**src/design/b64sd_pkg.sv**
```systemverilog
// Package for the streaming base64 decoder: beat types, the job record passed
// from the front end to the back end, character constants and the sextet lookup.
// No dependencies.
package b64sd_pkg;

    localparam int QUEUE_DEPTH_DEFAULT = 4;

    localparam logic [7:0] CHAR_UPPER_A = 8'h41;
    localparam logic [7:0] CHAR_UPPER_Z = 8'h5A;
    localparam logic [7:0] CHAR_LOWER_A = 8'h61;
    localparam logic [7:0] CHAR_LOWER_Z = 8'h7A;
    localparam logic [7:0] CHAR_DIGIT_0 = 8'h30;
    localparam logic [7:0] CHAR_DIGIT_9 = 8'h39;
    localparam logic [7:0] CHAR_PLUS    = 8'h2B;
    localparam logic [7:0] CHAR_SLASH   = 8'h2F;

    typedef struct packed {
        logic [7:0] char_code;
        logic       string_end;
    } in_beat_t;

    typedef struct packed {
        logic [7:0] data_byte;
        logic       byte_valid;
        logic       output_end;
    } out_beat_t;

    // One accepted character's worth of output: up to three bytes, oldest in
    // slot 0. A job with no bytes is an empty end marker and always has last set.
    typedef struct packed {
        logic [2:0][7:0] bytes;
        logic [1:0]      nbytes;
        logic            last;
    } job_t;

    // Returns {ok, value}; ok is low for '=' and any byte outside the alphabet.
    function automatic logic [6:0] sextet_of(input logic [7:0] c);
        logic [6:0] r;
        begin
            r = '0;
            if (c >= CHAR_UPPER_A && c <= CHAR_UPPER_Z)
            begin
                r = {1'b1, 6'(c - CHAR_UPPER_A)};
            end
            else if (c >= CHAR_LOWER_A && c <= CHAR_LOWER_Z)
            begin
                r = {1'b1, 6'(c - CHAR_LOWER_A + 8'd26)};
            end
            else if (c >= CHAR_DIGIT_0 && c <= CHAR_DIGIT_9)
            begin
                r = {1'b1, 6'(c - CHAR_DIGIT_0 + 8'd52)};
            end
            else if (c == CHAR_PLUS)
            begin
                r = {1'b1, 6'd62};
            end
            else if (c == CHAR_SLASH)
            begin
                r = {1'b1, 6'd63};
            end
            return r;
        end
    endfunction

endpackage

```
**src/design/b64sd_front.sv**
```systemverilog
// Base64 decoder front end (uses b64sd_pkg): accepts characters, collects
// sextets and queues a job for each one that yields bytes or ends a string.
module b64sd_front import b64sd_pkg::*;
(
    input  logic     clk,
    input  logic     rst_n,
    input  logic     push,
    output logic     full,
    input  in_beat_t item,
    input  logic     queue_full,
    output logic     job_push,
    output job_t     job
);

    logic [17:0] sextet_buf_reg, sextet_buf_next;
    logic [1:0]  count_reg, count_next;
    logic        halted_reg, halted_next;

    logic        accept;
    logic [6:0]  lookup;
    logic [23:0] word;

    assign full   = queue_full;
    assign accept = push && !queue_full;
    assign lookup = sextet_of(item.char_code);
    assign word   = {sextet_buf_reg, lookup[5:0]};

    always_comb
    begin
        sextet_buf_next = sextet_buf_reg;
        count_next      = count_reg;
        halted_next     = halted_reg;
        job             = '0;
        job_push        = 1'b0;

        if (!halted_reg)
        begin
            if (!lookup[6])
            begin
                halted_next = 1'b1;
            end
            else if (count_reg == 2'd3)
            begin
                // Fourth sextet closes the group: three bytes, high byte first.
                job.bytes[0]    = word[23:16];
                job.bytes[1]    = word[15:8];
                job.bytes[2]    = word[7:0];
                job.nbytes      = 2'd3;
                sextet_buf_next = '0;
                count_next      = 2'd0;
            end
            else
            begin
                sextet_buf_next = {sextet_buf_reg[11:0], lookup[5:0]};
                count_next      = count_reg + 2'd1;
            end
        end

        if (item.string_end)
        begin
            // Flush a partial group; a lone sextet gives nothing.
            if (count_next == 2'd2)
            begin
                job.bytes[0] = sextet_buf_next[11:4];
                job.nbytes   = 2'd1;
            end
            else if (count_next == 2'd3)
            begin
                job.bytes[0] = sextet_buf_next[17:10];
                job.bytes[1] = sextet_buf_next[9:2];
                job.nbytes   = 2'd2;
            end
            job.last        = 1'b1;
            sextet_buf_next = '0;
            count_next      = 2'd0;
            halted_next     = 1'b0;
        end

        job_push = accept && (job.nbytes != 2'd0 || job.last);
    end

    always_ff @(posedge clk or negedge rst_n)
    begin
        if (!rst_n)
        begin
            sextet_buf_reg <= '0;
            count_reg      <= '0;
            halted_reg     <= 1'b0;
        end
        else if (accept)
        begin
            sextet_buf_reg <= sextet_buf_next;
            count_reg      <= count_next;
            halted_reg     <= halted_next;
        end
    end

endmodule

```
**src/design/b64sd_queue.sv**
```systemverilog
// Short job queue between the decoder front end and back end.
// Uses b64sd_pkg for the job record.
module b64sd_queue import b64sd_pkg::*;
#(
    parameter int QUEUE_DEPTH = QUEUE_DEPTH_DEFAULT
)
(
    input  logic clk,
    input  logic rst_n,
    input  logic wr_en,
    input  job_t wr_job,
    output logic q_full,
    input  logic rd_en,
    output job_t rd_job,
    output logic q_empty
);

    localparam int PW = $clog2(QUEUE_DEPTH);
    localparam int CW = $clog2(QUEUE_DEPTH + 1);
    localparam logic [PW-1:0] LAST_PTR = PW'(QUEUE_DEPTH - 1);
    localparam logic [CW-1:0] DEPTH_CNT = CW'(QUEUE_DEPTH);

    job_t          slots_reg [QUEUE_DEPTH];
    logic [PW-1:0] wr_ptr_reg, wr_ptr_next;
    logic [PW-1:0] rd_ptr_reg, rd_ptr_next;
    logic [CW-1:0] count_reg, count_next;

    assign q_full  = (count_reg == DEPTH_CNT);
    assign q_empty = (count_reg == '0);
    assign rd_job  = slots_reg[rd_ptr_reg];

    always_comb
    begin
        wr_ptr_next = wr_ptr_reg;
        rd_ptr_next = rd_ptr_reg;
        count_next  = count_reg;
        if (wr_en)
        begin
            wr_ptr_next = (wr_ptr_reg == LAST_PTR) ? '0 : wr_ptr_reg + PW'(1);
        end
        if (rd_en)
        begin
            rd_ptr_next = (rd_ptr_reg == LAST_PTR) ? '0 : rd_ptr_reg + PW'(1);
        end
        if (wr_en && !rd_en)
        begin
            count_next = count_reg + CW'(1);
        end
        else if (rd_en && !wr_en)
        begin
            count_next = count_reg - CW'(1);
        end
    end

    always_ff @(posedge clk)
    begin
        if (wr_en)
        begin
            slots_reg[wr_ptr_reg] <= wr_job;
        end
    end

    always_ff @(posedge clk or negedge rst_n)
    begin
        if (!rst_n)
        begin
            wr_ptr_reg <= '0;
            rd_ptr_reg <= '0;
            count_reg  <= '0;
        end
        else
        begin
            wr_ptr_reg <= wr_ptr_next;
            rd_ptr_reg <= rd_ptr_next;
            count_reg  <= count_next;
        end
    end

endmodule

```
**src/design/b64sd_back.sv**
```systemverilog
// Back end of the base64 decoder (uses b64sd_pkg): turns job records into
// result beats via an output register, one per cycle unless held by pop.
module b64sd_back import b64sd_pkg::*;
(
    input  logic      clk,
    input  logic      rst_n,
    input  job_t      head_job,
    input  logic      q_empty,
    output logic      q_pop,
    output logic      empty,
    input  logic      pop,
    output out_beat_t result
);

    job_t       job_reg;
    logic       job_valid_reg;
    logic [1:0] idx_reg;
    out_beat_t  out_reg, out_next;
    logic       out_valid_reg;

    logic       advance;
    logic       job_done;
    logic [1:0] last_idx;

    assign last_idx = (job_reg.nbytes == 2'd0) ? 2'd0 : job_reg.nbytes - 2'd1;
    assign advance  = job_valid_reg && (!out_valid_reg || pop);
    assign job_done = advance && (idx_reg == last_idx);
    assign q_pop    = !q_empty && (!job_valid_reg || job_done);
    assign empty    = !out_valid_reg;
    assign result   = out_reg;

    always_comb
    begin
        out_next.data_byte  = job_reg.bytes[idx_reg];
        out_next.byte_valid = (job_reg.nbytes != 2'd0);
        out_next.output_end = job_reg.last && (idx_reg == last_idx);
    end

    always_ff @(posedge clk)
    begin
        if (q_pop)
        begin
            job_reg <= head_job;
        end
        if (advance)
        begin
            out_reg <= out_next;
        end
    end

    always_ff @(posedge clk or negedge rst_n)
    begin
        if (!rst_n)
        begin
            job_valid_reg <= 1'b0;
            idx_reg       <= '0;
            out_valid_reg <= 1'b0;
        end
        else
        begin
            if (q_pop)
            begin
                job_valid_reg <= 1'b1;
                idx_reg       <= '0;
            end
            else if (job_done)
            begin
                job_valid_reg <= 1'b0;
            end
            else if (advance)
            begin
                idx_reg <= idx_reg + 2'd1;
            end

            if (advance)
            begin
                out_valid_reg <= 1'b1;
            end
            else if (pop && out_valid_reg)
            begin
                out_valid_reg <= 1'b0;
            end
        end
    end

endmodule

```
**src/design/base64_stream_decoder_top.sv**
```systemverilog
// Top level of the streaming base64 decoder.
// Instantiates b64sd_front, b64sd_queue and b64sd_back; uses b64sd_pkg.
//
// Usage: the input side is a queue write port. Each beat carries one character
// of an encoded string and a flag marking the string's final character. A beat
// is taken on a rising edge with push high and full low. The result side is a
// queue read port: while empty is low the oldest result beat sits on result,
// and it is taken on a rising edge with pop high.
// Each valid character adds a sextet; the fourth sextet of a group yields three
// bytes. The first '=' or other invalid character stops decoding until the end
// flag. At the end flag a partial group is flushed and the last result beat
// carries output_end; if nothing remains, a beat with byte_valid low carries it.
// A character's first result beat passes through the queue slot, the job
// register and the output register, in that order.
// Throughput: one character per cycle while the job queue has room; while pop
// is held high the result port delivers one byte per cycle, so a run of full
// groups (three bytes per four characters) streams without stalls. Holding
// off pop fills the queue, and full rises until space opens; nothing is lost.
// Reset clears the sextet buffer, halt flag, queue and output valid flag; the
// block accepts characters on the first cycle after reset is released.
module base64_stream_decoder_top import b64sd_pkg::*;
#(
    parameter int QUEUE_DEPTH = QUEUE_DEPTH_DEFAULT
)
(
    input  logic      clk,
    input  logic      rst_n,
    input  logic      push,
    output logic      full,
    input  in_beat_t  item,
    output logic      empty,
    input  logic      pop,
    output out_beat_t result
);

    logic job_push;
    job_t job_in;
    logic queue_full;
    logic queue_empty;
    logic queue_pop;
    job_t head_job;

    b64sd_front u_front
    (
        .clk        (clk),
        .rst_n      (rst_n),
        .push       (push),
        .full       (full),
        .item       (item),
        .queue_full (queue_full),
        .job_push   (job_push),
        .job        (job_in)
    );

    b64sd_queue #(
        .QUEUE_DEPTH (QUEUE_DEPTH)
    ) u_queue
    (
        .clk     (clk),
        .rst_n   (rst_n),
        .wr_en   (job_push),
        .wr_job  (job_in),
        .q_full  (queue_full),
        .rd_en   (queue_pop),
        .rd_job  (head_job),
        .q_empty (queue_empty)
    );

    b64sd_back u_back
    (
        .clk      (clk),
        .rst_n    (rst_n),
        .head_job (head_job),
        .q_empty  (queue_empty),
        .q_pop    (queue_pop),
        .empty    (empty),
        .pop      (pop),
        .result   (result)
    );

endmodule

```
**config.mk**
```make
export PLATFORM = sky130hd
export DESIGN_NAME = base64_stream_decoder_top
export DESIGN_NICKNAME = d
export VERILOG_FILES = /design/src/design/b64sd_pkg.sv /design/src/design/b64sd_front.sv /design/src/design/b64sd_queue.sv /design/src/design/b64sd_back.sv /design/src/design/base64_stream_decoder_top.sv
export SDC_FILE = /design/constraint.sdc
export NUM_CORES = 1
export LEC_CHECK = 0
export CAP_MARGIN = 20
export CORE_MARGIN = 8
export CORE_UTILIZATION = 65
export CTS_CLUSTER_DIAMETER = 120
export DETAILED_ROUTE_END_ITERATION = 6
export DONT_BUFFER_PORTS = 1
export GPL_TIMING_DRIVEN = 0
export PLACE_DENSITY = 0.85
export SKIP_CTS_REPAIR_TIMING = 1
export SKIP_LAST_GASP = 1
export SLEW_MARGIN = 0
export SYNTH_ARGS = -nofsm -noshare
export SYNTH_HDL_FRONTEND = slang
export SYNTH_SLANG_ARGS = --single-unit
```
**constraint.sdc**
```tcl
create_clock -name clk -period 7.35 [get_ports clk]
set_input_delay 0.735 -clock clk [delete_from_list [all_inputs] [get_ports clk]]
set_output_delay 0.735 -clock clk [all_outputs]
set_load 0.01 [all_outputs]
```
==> impl_metrics.py, run 1 <==
metrics = {
    "route": {
        "wl_per_cell_um": 24.8,
        "num_vias": 4553,
        "drtPass1Iterations": 6,
        "drc": 0,
        "vias_per_cell": 6.73,
        "first_iter_violations": 765,
        "ant_nets": 0,
        "routed_wl_um": 16800,
    },
    "timing": {
        "finalHoldViolations": 0,
        "finalClockSkew_ns": 0.00898,
        "fin_crit_ns": 3.57,
        "worst_slew_pin_slew_ns": 0.959,
        "finalSetupViolations": 0,
        "fin_tns_setup_ns": 0,
        "final_max_slew_viol_count": 0,
        "rsz0062_at_grt": "no",
        "max_freq_mhz": 280,
        "timing.slew.headroom_pct": 36.1,
        "fin_crit_sh_pct": 48.5,
    },
    "layout": {
        "largest_reg_flops": 108,
        "nNetsFinal": 550,
        "layout_common_cells": "edfxtp_1 (145), nand2_1 (36), dfrtp_1 (32)",
        "drive_above_1_share_pct": 15.9,
        "seq_area_mm2": 0.00515,
        "multiInputGateArea_mm2": 0.00234,
        "fillers": 640,
        "n_antenna_cell": 0,
        "fin_area_mm2": 0.00860,
        "final_common_cell": "edfxtp_1",
        "area_delta_synth_final_pct": 12.1,
    },
    "yosys": {
        "yosysSeqAreaShare_pct": 67.2,
        "synthArstFlopShare_pct": 18.1,
        "syn_area_mm2": 0.00767,
        "synth_xor_xnor_area_share_pct": 0.914,
        "synth_compound_area_share_pct": 9.51,
        "ys_warn_count": 0,
        "synth.distinct_cells": 56,
        "synth_fp_nets": 525,
        "synthCells": 496,
        "synth_ff_type": "edfxtp_1",
        "synth_seq_cells": 177,
        "synthMuxAreaShare_pct": 10.2,
        "syn_area_per_cell_um2": 15.5,
        "synthAdderAreaFrac_pct": 2.71,
        "yosys.area_share.simple_pct": 7.18,
        "synth_edf_count": 145,
        "synth.top_cell.area_share_pct": 56.8,
        "synth_top_family_by_area": "multiplexers",
        "yosys-top-cells-area": "edfxtp_1 (57%), dfrtp_1 (10%), mux4_2 (7.9%)",
        "synth_top_area_cell": "edfxtp_1",
    },
    "power": {
        "power_density_mw_per_mm2": 368,
        "ir_worst_vdd_mv": 0.375,
        "leakage_nw": 3.12,
    },
    "global_route": {
        "antenna_found_initial": 0,
        "grt_pass1_wl_um": 26400,
        "grt_max_degree": 33,
        "grt_pass1_vias": 4564,
        "grt_usage_pct": 22.4,
        "grt-ovfl-total": 0,
    },
    "critical_path": {
        "crit_arrival_ns": 3.90,
        "endpoint_kind": "flip-flop",
        "cp_max_fo": 9,
        "startpoint_type": "input pin",
        "crit_required_ns": 7.69,
        "path_class": "input pin to flip-flop",
    },
    "floorplan": {
        "die-area_mm2": 0.0155,
        "die_x_um": 125,
        "num_rows": 39,
        "fp.dieH_um": 125,
        "ios": 25,
        "initial_core_util_pct": 66.9,
        "core_mm2": 0.0115,
    },
    "clocking": {
        "cts_sinks": 177,
        "path_clk_slew_ns": 0.07,
        "clock_latency_ns": 0.43,
        "cts_buffer_depth": 2,
        "root_buffer": "clkbuf_16",
        "numCtsBuffers": 17,
        "cts_tree": "done",
        "htreeDepth": 4,
    },
    "placed_design": {
        "port-buffer-count": 0,
        "gp_congestion": 0.856,
        "dp_hpwl_um": 10700,
        "dpl_cell_area_mm2": 0.00797,
    },
    "worst_hold_path": {
        "hold_path_class": "input pin to async pin",
    },
    "outcome": {
        "status": "finished clean",
    },
    "flow_run": {
        "cap_violations": 0,
    },
}
-- layer usage --
layer | wire, µm | vias up | global-route usage [%] | part of all wire [%]
li1 | - | 1976 | - | -
met1 | 6490 | 2293 | 27.7 | 39
met2 | 8670 | 253 | 37.5 | 52
met3 | 1300 | 31 | 5.06 | 7.7
met4 | 348 | 0 | 8.50 | 2.1
met5 | 0 | - | 0 | 0
-- worst max-delay path: stages --
cell     delay, ns
inv_1         0.08
ha_1          0.26
a21oi_1       0.15
a41oi_1       0.08
a221o_1       0.37
buf_2         0.17
a21oi_4       0.34
nand2_4       0.15
a21oi_4       0.31
ha_1          0.25
inv_1         0.07
fa_1          0.39
xor2_1        0.18
nor2_1        0.15
xor2_1        0.20
-- stage by stage --
step                instances  hold WS [ns]  utilization, %  setup slack (ns)  power, W
floorplan                 496         0.439               -              3.90   0.00200
global placement          639         0.441            68.4              3.17   0.00215
detailed placement        644         0.441            69.5              3.48   0.00222
CTS                       676       -0.0182            74.8              3.80   0.00316
global route              677         0.141            75.0              3.56   0.00329
finish                    677         0.142            75.0              3.78   0.00316
-- cell type report --
class,instances,area share [%]
flip-flops and latches,177,60.0
multi-input cells,276,27.2
clock buffers,19,5.15
well taps,143,2.08
clock inverters,13,1.89
repair buffers,6,1.69
plain buffers,22,1.06
inverters,21,0.917
-- Yosys cell counts, drive strengths merged, types with 3 or more instances --
library cell and instances:
a21o 4, a21oi 10, a221o 4, a222oi 5, a22o 7, a22oi 15, a32o 3, a32oi 3
and2 9, and3 7, buf 9, clkbuf 13, dfrtp 32, edfxtp 145, ha 15, inv 21
mux2 5, mux2i 12, mux4 27, nand2 37, nand2b 8, nand3 5, nor2 24, nor2b 6
nor3 3, o21ai 32, o2bb2ai 3, xnor2 3, xor2 5
-- power breakdown --
part	switching, W	internal, W	total (W)	leakage, nW
clock network	0.000372	0.000543	0.000915	0.289
logic	0.000418	0.000322	0.000740	1.05
registers	0.000144	0.00137	0.00151	1.78
total	0.000934	0.00223	0.00316	3.12
-- kinds of logic after synthesis --
kind of cell,after synthesis
AOI/OAI and AO/OA,99
adders and majority gates,16
and+or+nand+nor,109
DFF,177
xor gates and xnor gates,8
muxes,44
buffers and inverters,43
-- path summary, 6_finish.rpt --
path / end / from / slack (ns) / depth (start not counted)
worst min register to register: u_back.out_valid_reg$_DFFE_PN0P_ / u_back.job_valid_reg$_DFFE_PN0P_ / 0.50 / 1
worst min-delay path: u_queue.count_reg[1]$_DFFE_PN0P_ / rst_n / 0.14 / 1
worst max register to register: u_queue.count_reg[1]$_DFFE_PN0P_ / u_back.idx_reg[0]$_DFFE_PN0P_ / 4.25 / 12
max in group asynchronous: u_queue.rd_ptr_reg[1]$_DFFE_PN0P_ / rst_n / 7.02 / 1
min in group clk: u_queue.slots_reg[3][0]$_DFFE_PP_ / item[0] / 0.41 / 0
worst max-delay path: u_queue.count_reg[2]$_DFFE_PN0P_ / item[3] / 3.78 / 15
No activity file was read; power rests on OpenSTA's default activity.
==> run 2, diff against run 1 <==
--- a/config.mk
+++ b/config.mk
@@ -7,12 +7,12 @@
 export LEC_CHECK = 0
 export CAP_MARGIN = 20
 export CORE_MARGIN = 8
-export CORE_UTILIZATION = 65
+export CORE_UTILIZATION = 63
 export CTS_CLUSTER_DIAMETER = 120
 export DETAILED_ROUTE_END_ITERATION = 6
 export DONT_BUFFER_PORTS = 1
 export GPL_TIMING_DRIVEN = 0
-export PLACE_DENSITY = 0.85
+export PLACE_DENSITY = 0.83
 export SKIP_CTS_REPAIR_TIMING = 1
 export SKIP_LAST_GASP = 1
 export SLEW_MARGIN = 0
==> constraint.sdc (replaced) <==
create_clock -name clk -period 3.4 [get_ports clk]
set_input_delay 0.34 -clock clk [delete_from_list [all_inputs] [get_ports clk]]
set_output_delay 0.34 -clock clk [all_outputs]
set_load 0.01 [all_outputs]
==> run 2 against run 1 <==
  * Register-to-register slack worse by 3.8 ns
  * First-iteration DRC count fell by 29%
  * Highest routed layer unchanged
  * Critical endpoint unchanged
  * Largest cell class unchanged
  * Hold slack lost 0.13 ns
  * Power is 110% higher
  * Critical path depth unchanged
==> impl_metrics.py, run 2 (synthesis gave the netlist of run 1 again) <==
metrics = {
    "outcome": {
        "status": "finished clean",
    },
    "timing": {
        "worst_slew_pin_slew_ns": 0.971,
        "finalSetupViolations": 0,
        "rsz0062_at_grt": "no",
        "timing.slew.headroom_pct": 35.2,
        "fin_crit_ns": 3.11,
        "max_freq_mhz": 322,
        "finalClockSkew_ns": 0.00768,
        "finalHoldViolations": 0,
        "final_max_slew_viol_count": 0,
        "worst_hold_slack_ns": 0.0135,
        "fin_crit_sh_pct": 91.4,
    },
    "layout": {
        "fin_cells": 683,
        "drive_above_1_share_pct": 14.7,
        "largest_reg_flops": 108,
        "fillers": 720,
        "layout_common_cells": "edfxtp_1 (145), nand2_1 (36), dfrtp_1 (32)",
        "n_antenna_cell": 0,
        "nNetsFinal": 552,
        "area_delta_synth_final_pct": 11.5,
        "final_common_cell": "edfxtp_1",
    },
    "floorplan": {
        "num_rows": 40,
        "fp.dieH_um": 126,
        "initial_core_util_pct": 64.1,
        "die-area_mm2": 0.0160,
        "ios": 25,
        "core_mm2": 0.0120,
        "die_x_um": 126,
    },
    "global_route": {
        "grt_usage_pct": 21.0,
        "antenna_found_initial": 0,
        "grt_pass1_wl_um": 25000,
        "grt_max_degree": 33,
        "grt_pass1_vias": 4455,
        "grt-ovfl-total": 0,
    },
    "route": {
        "first_iter_violations": 544,
        "vias_per_cell": 6.66,
        "num_vias": 4548,
        "wl_per_cell_um": 24.1,
        "routed_wl_um": 16500,
        "ant_nets": 0,
        "drtPass1Iterations": 6,
        "drc": 0,
    },
    "power": {
        "ir_worst_vdd_mv": 0.371,
        "intPower_w": 0.00464,
        "comb_power_share_pct": 24.0,
        "power_density_mw_per_mm2": 773,
        "leakage_nw": 3.09,
        "seqPwrFrac_pct": 49.3,
        "p_switching_w": 0.00197,
        "clkPwrFrac_pct": 26.6,
        "swShare_pct": 29.8,
    },
    "clocking": {
        "cts_buffer_depth": 2,
        "path_clk_slew_ns": 0.06,
        "clock_latency_ns": 0.42,
        "root_buffer": "clkbuf_16",
        "cts_sinks": 177,
        "numCtsBuffers": 17,
        "cts_tree": "done",
        "htreeDepth": 4,
    },
    "critical_path": {
        "cp_cell_sequence": "inv_1 -> ha_1 -> a21oi_1 -> a41oi_1 -> a221o_1 -> buf_2 -> a21oi_4 -> nand2_4 -> a21oi_4 -> ha_1 -> inv_1 -> fa_1 -> xor2_1 -> nor2_1 -> xor2_1",
        "startpoint_type": "input pin",
        "cp_max_fo": 9,
        "crit_arrival_ns": 3.44,
        "path_class": "input pin to flip-flop",
        "endpoint_kind": "flip-flop",
        "cpPeakStageDelay_ns": 0.38,
        "crit_required_ns": 3.74,
        "cpMaxStageDelayCell": "a221o_1",
    },
    "flow_run": {
        "cap_violations": 0,
    },
    "placed_design": {
        "gp_congestion": 0.907,
        "dp_hpwl_um": 10800,
        "dp_cells": 648,
        "port-buffer-count": 0,
    },
    "worst_hold_path": {
        "hold_path_class": "input pin to flip-flop",
    },
}
run 2: layout make-up:
type	count	area, µm²	share of cell area (%)
Multi-Input combinational cell	276	2340	27.4
Inverter	21	78.8	0.922
Tap cell	147	184	2.15
Sequential cell	177	5150	60.3
Clock buffer	19	433	5.07
Timing Repair Buffer	8	165	1.93
Clock inverter	13	95.1	1.11
Buffer	22	91.3	1.07
run 2: power by group through the flow:
stage / sequential (W) / clock, W / combinational, W
after floorplan: 0.00319 / 0 / 0.00113
after global placement: 0.00327 / 0 / 0.00139
after detailed placement: 0.00329 / 0 / 0.00154
after CTS: 0.00326 / 0.00177 / 0.00159
after global routing: 0.00331 / 0.00184 / 0.00172
final: 0.00326 / 0.00176 / 0.00159
run 2: metal layers:
layer	global-route usage (%)	part of all wire [%]	vias to the layer above	wire length (µm)
met5	0	0	-	0
met2	36.3	52	232	8550
met3	4.36	6.3	36	1040
met1	25.4	39	2294	6460
met4	8.35	2.7	0	442
li1	-	-	1986	-
run 2: path summary, 6_finish.rpt:
| kind | start | to | slack [ns] | depth (start not counted) |
|---|---|---|---|---|
| worst max-delay path | item[3] | u_queue.count_reg[2]$_DFFE_PN0P_ | 0.29 | 15 |
| worst min-delay path | item[0] | u_queue.slots_reg[1][0]$_DFFE_PP_ | 0.01 | 0 |
| max in group asynchronous | rst_n | u_queue.rd_ptr_reg[1]$_DFFE_PN0P_ | 2.82 | 2 |
| worst min register to register | u_back.job_valid_reg$_DFFE_PN0P_ | u_back.out_valid_reg$_DFFE_PN0P_ | 0.50 | 1 |
| min in group asynchronous | rst_n | u_front.sextet_buf_reg[7]$_DFFE_PN0P_ | 0.40 | 2 |
| worst max register to register | u_back.idx_reg[0]$_DFFE_PN0P_ | u_queue.count_reg[1]$_DFFE_PN0P_ | 0.42 | 12 |
run 2: per-stage QoR:
step | instance area, µm² | utilization, % | TNS [ns] | power, W | setup slack (ns)
floorplan | 7670 | - | 0 | 0.00432 | 0.234
global placement | 7850 | 65.6 | -39.65 | 0.00466 | -0.370
detailed placement | 7980 | 66.7 | -2.04 | 0.00484 | -0.0724
CTS | 8500 | 71.1 | 0 | 0.00663 | 0.208
global route | 8550 | 71.4 | 0 | 0.00686 | 0.165
finish | 8550 | 71.4 | 0 | 0.00661 | 0.294
run 2: critical path: cells and delay by family:
family | cells | cell delay [ns]
xor gates and xnor gates | 2 | 0.36
buffers and inverters | 3 | 0.31
and+or+nand+nor | 2 | 0.30
AOI/OAI and AO/OA | 5 | 1.28
adders and majority gates | 3 | 0.85
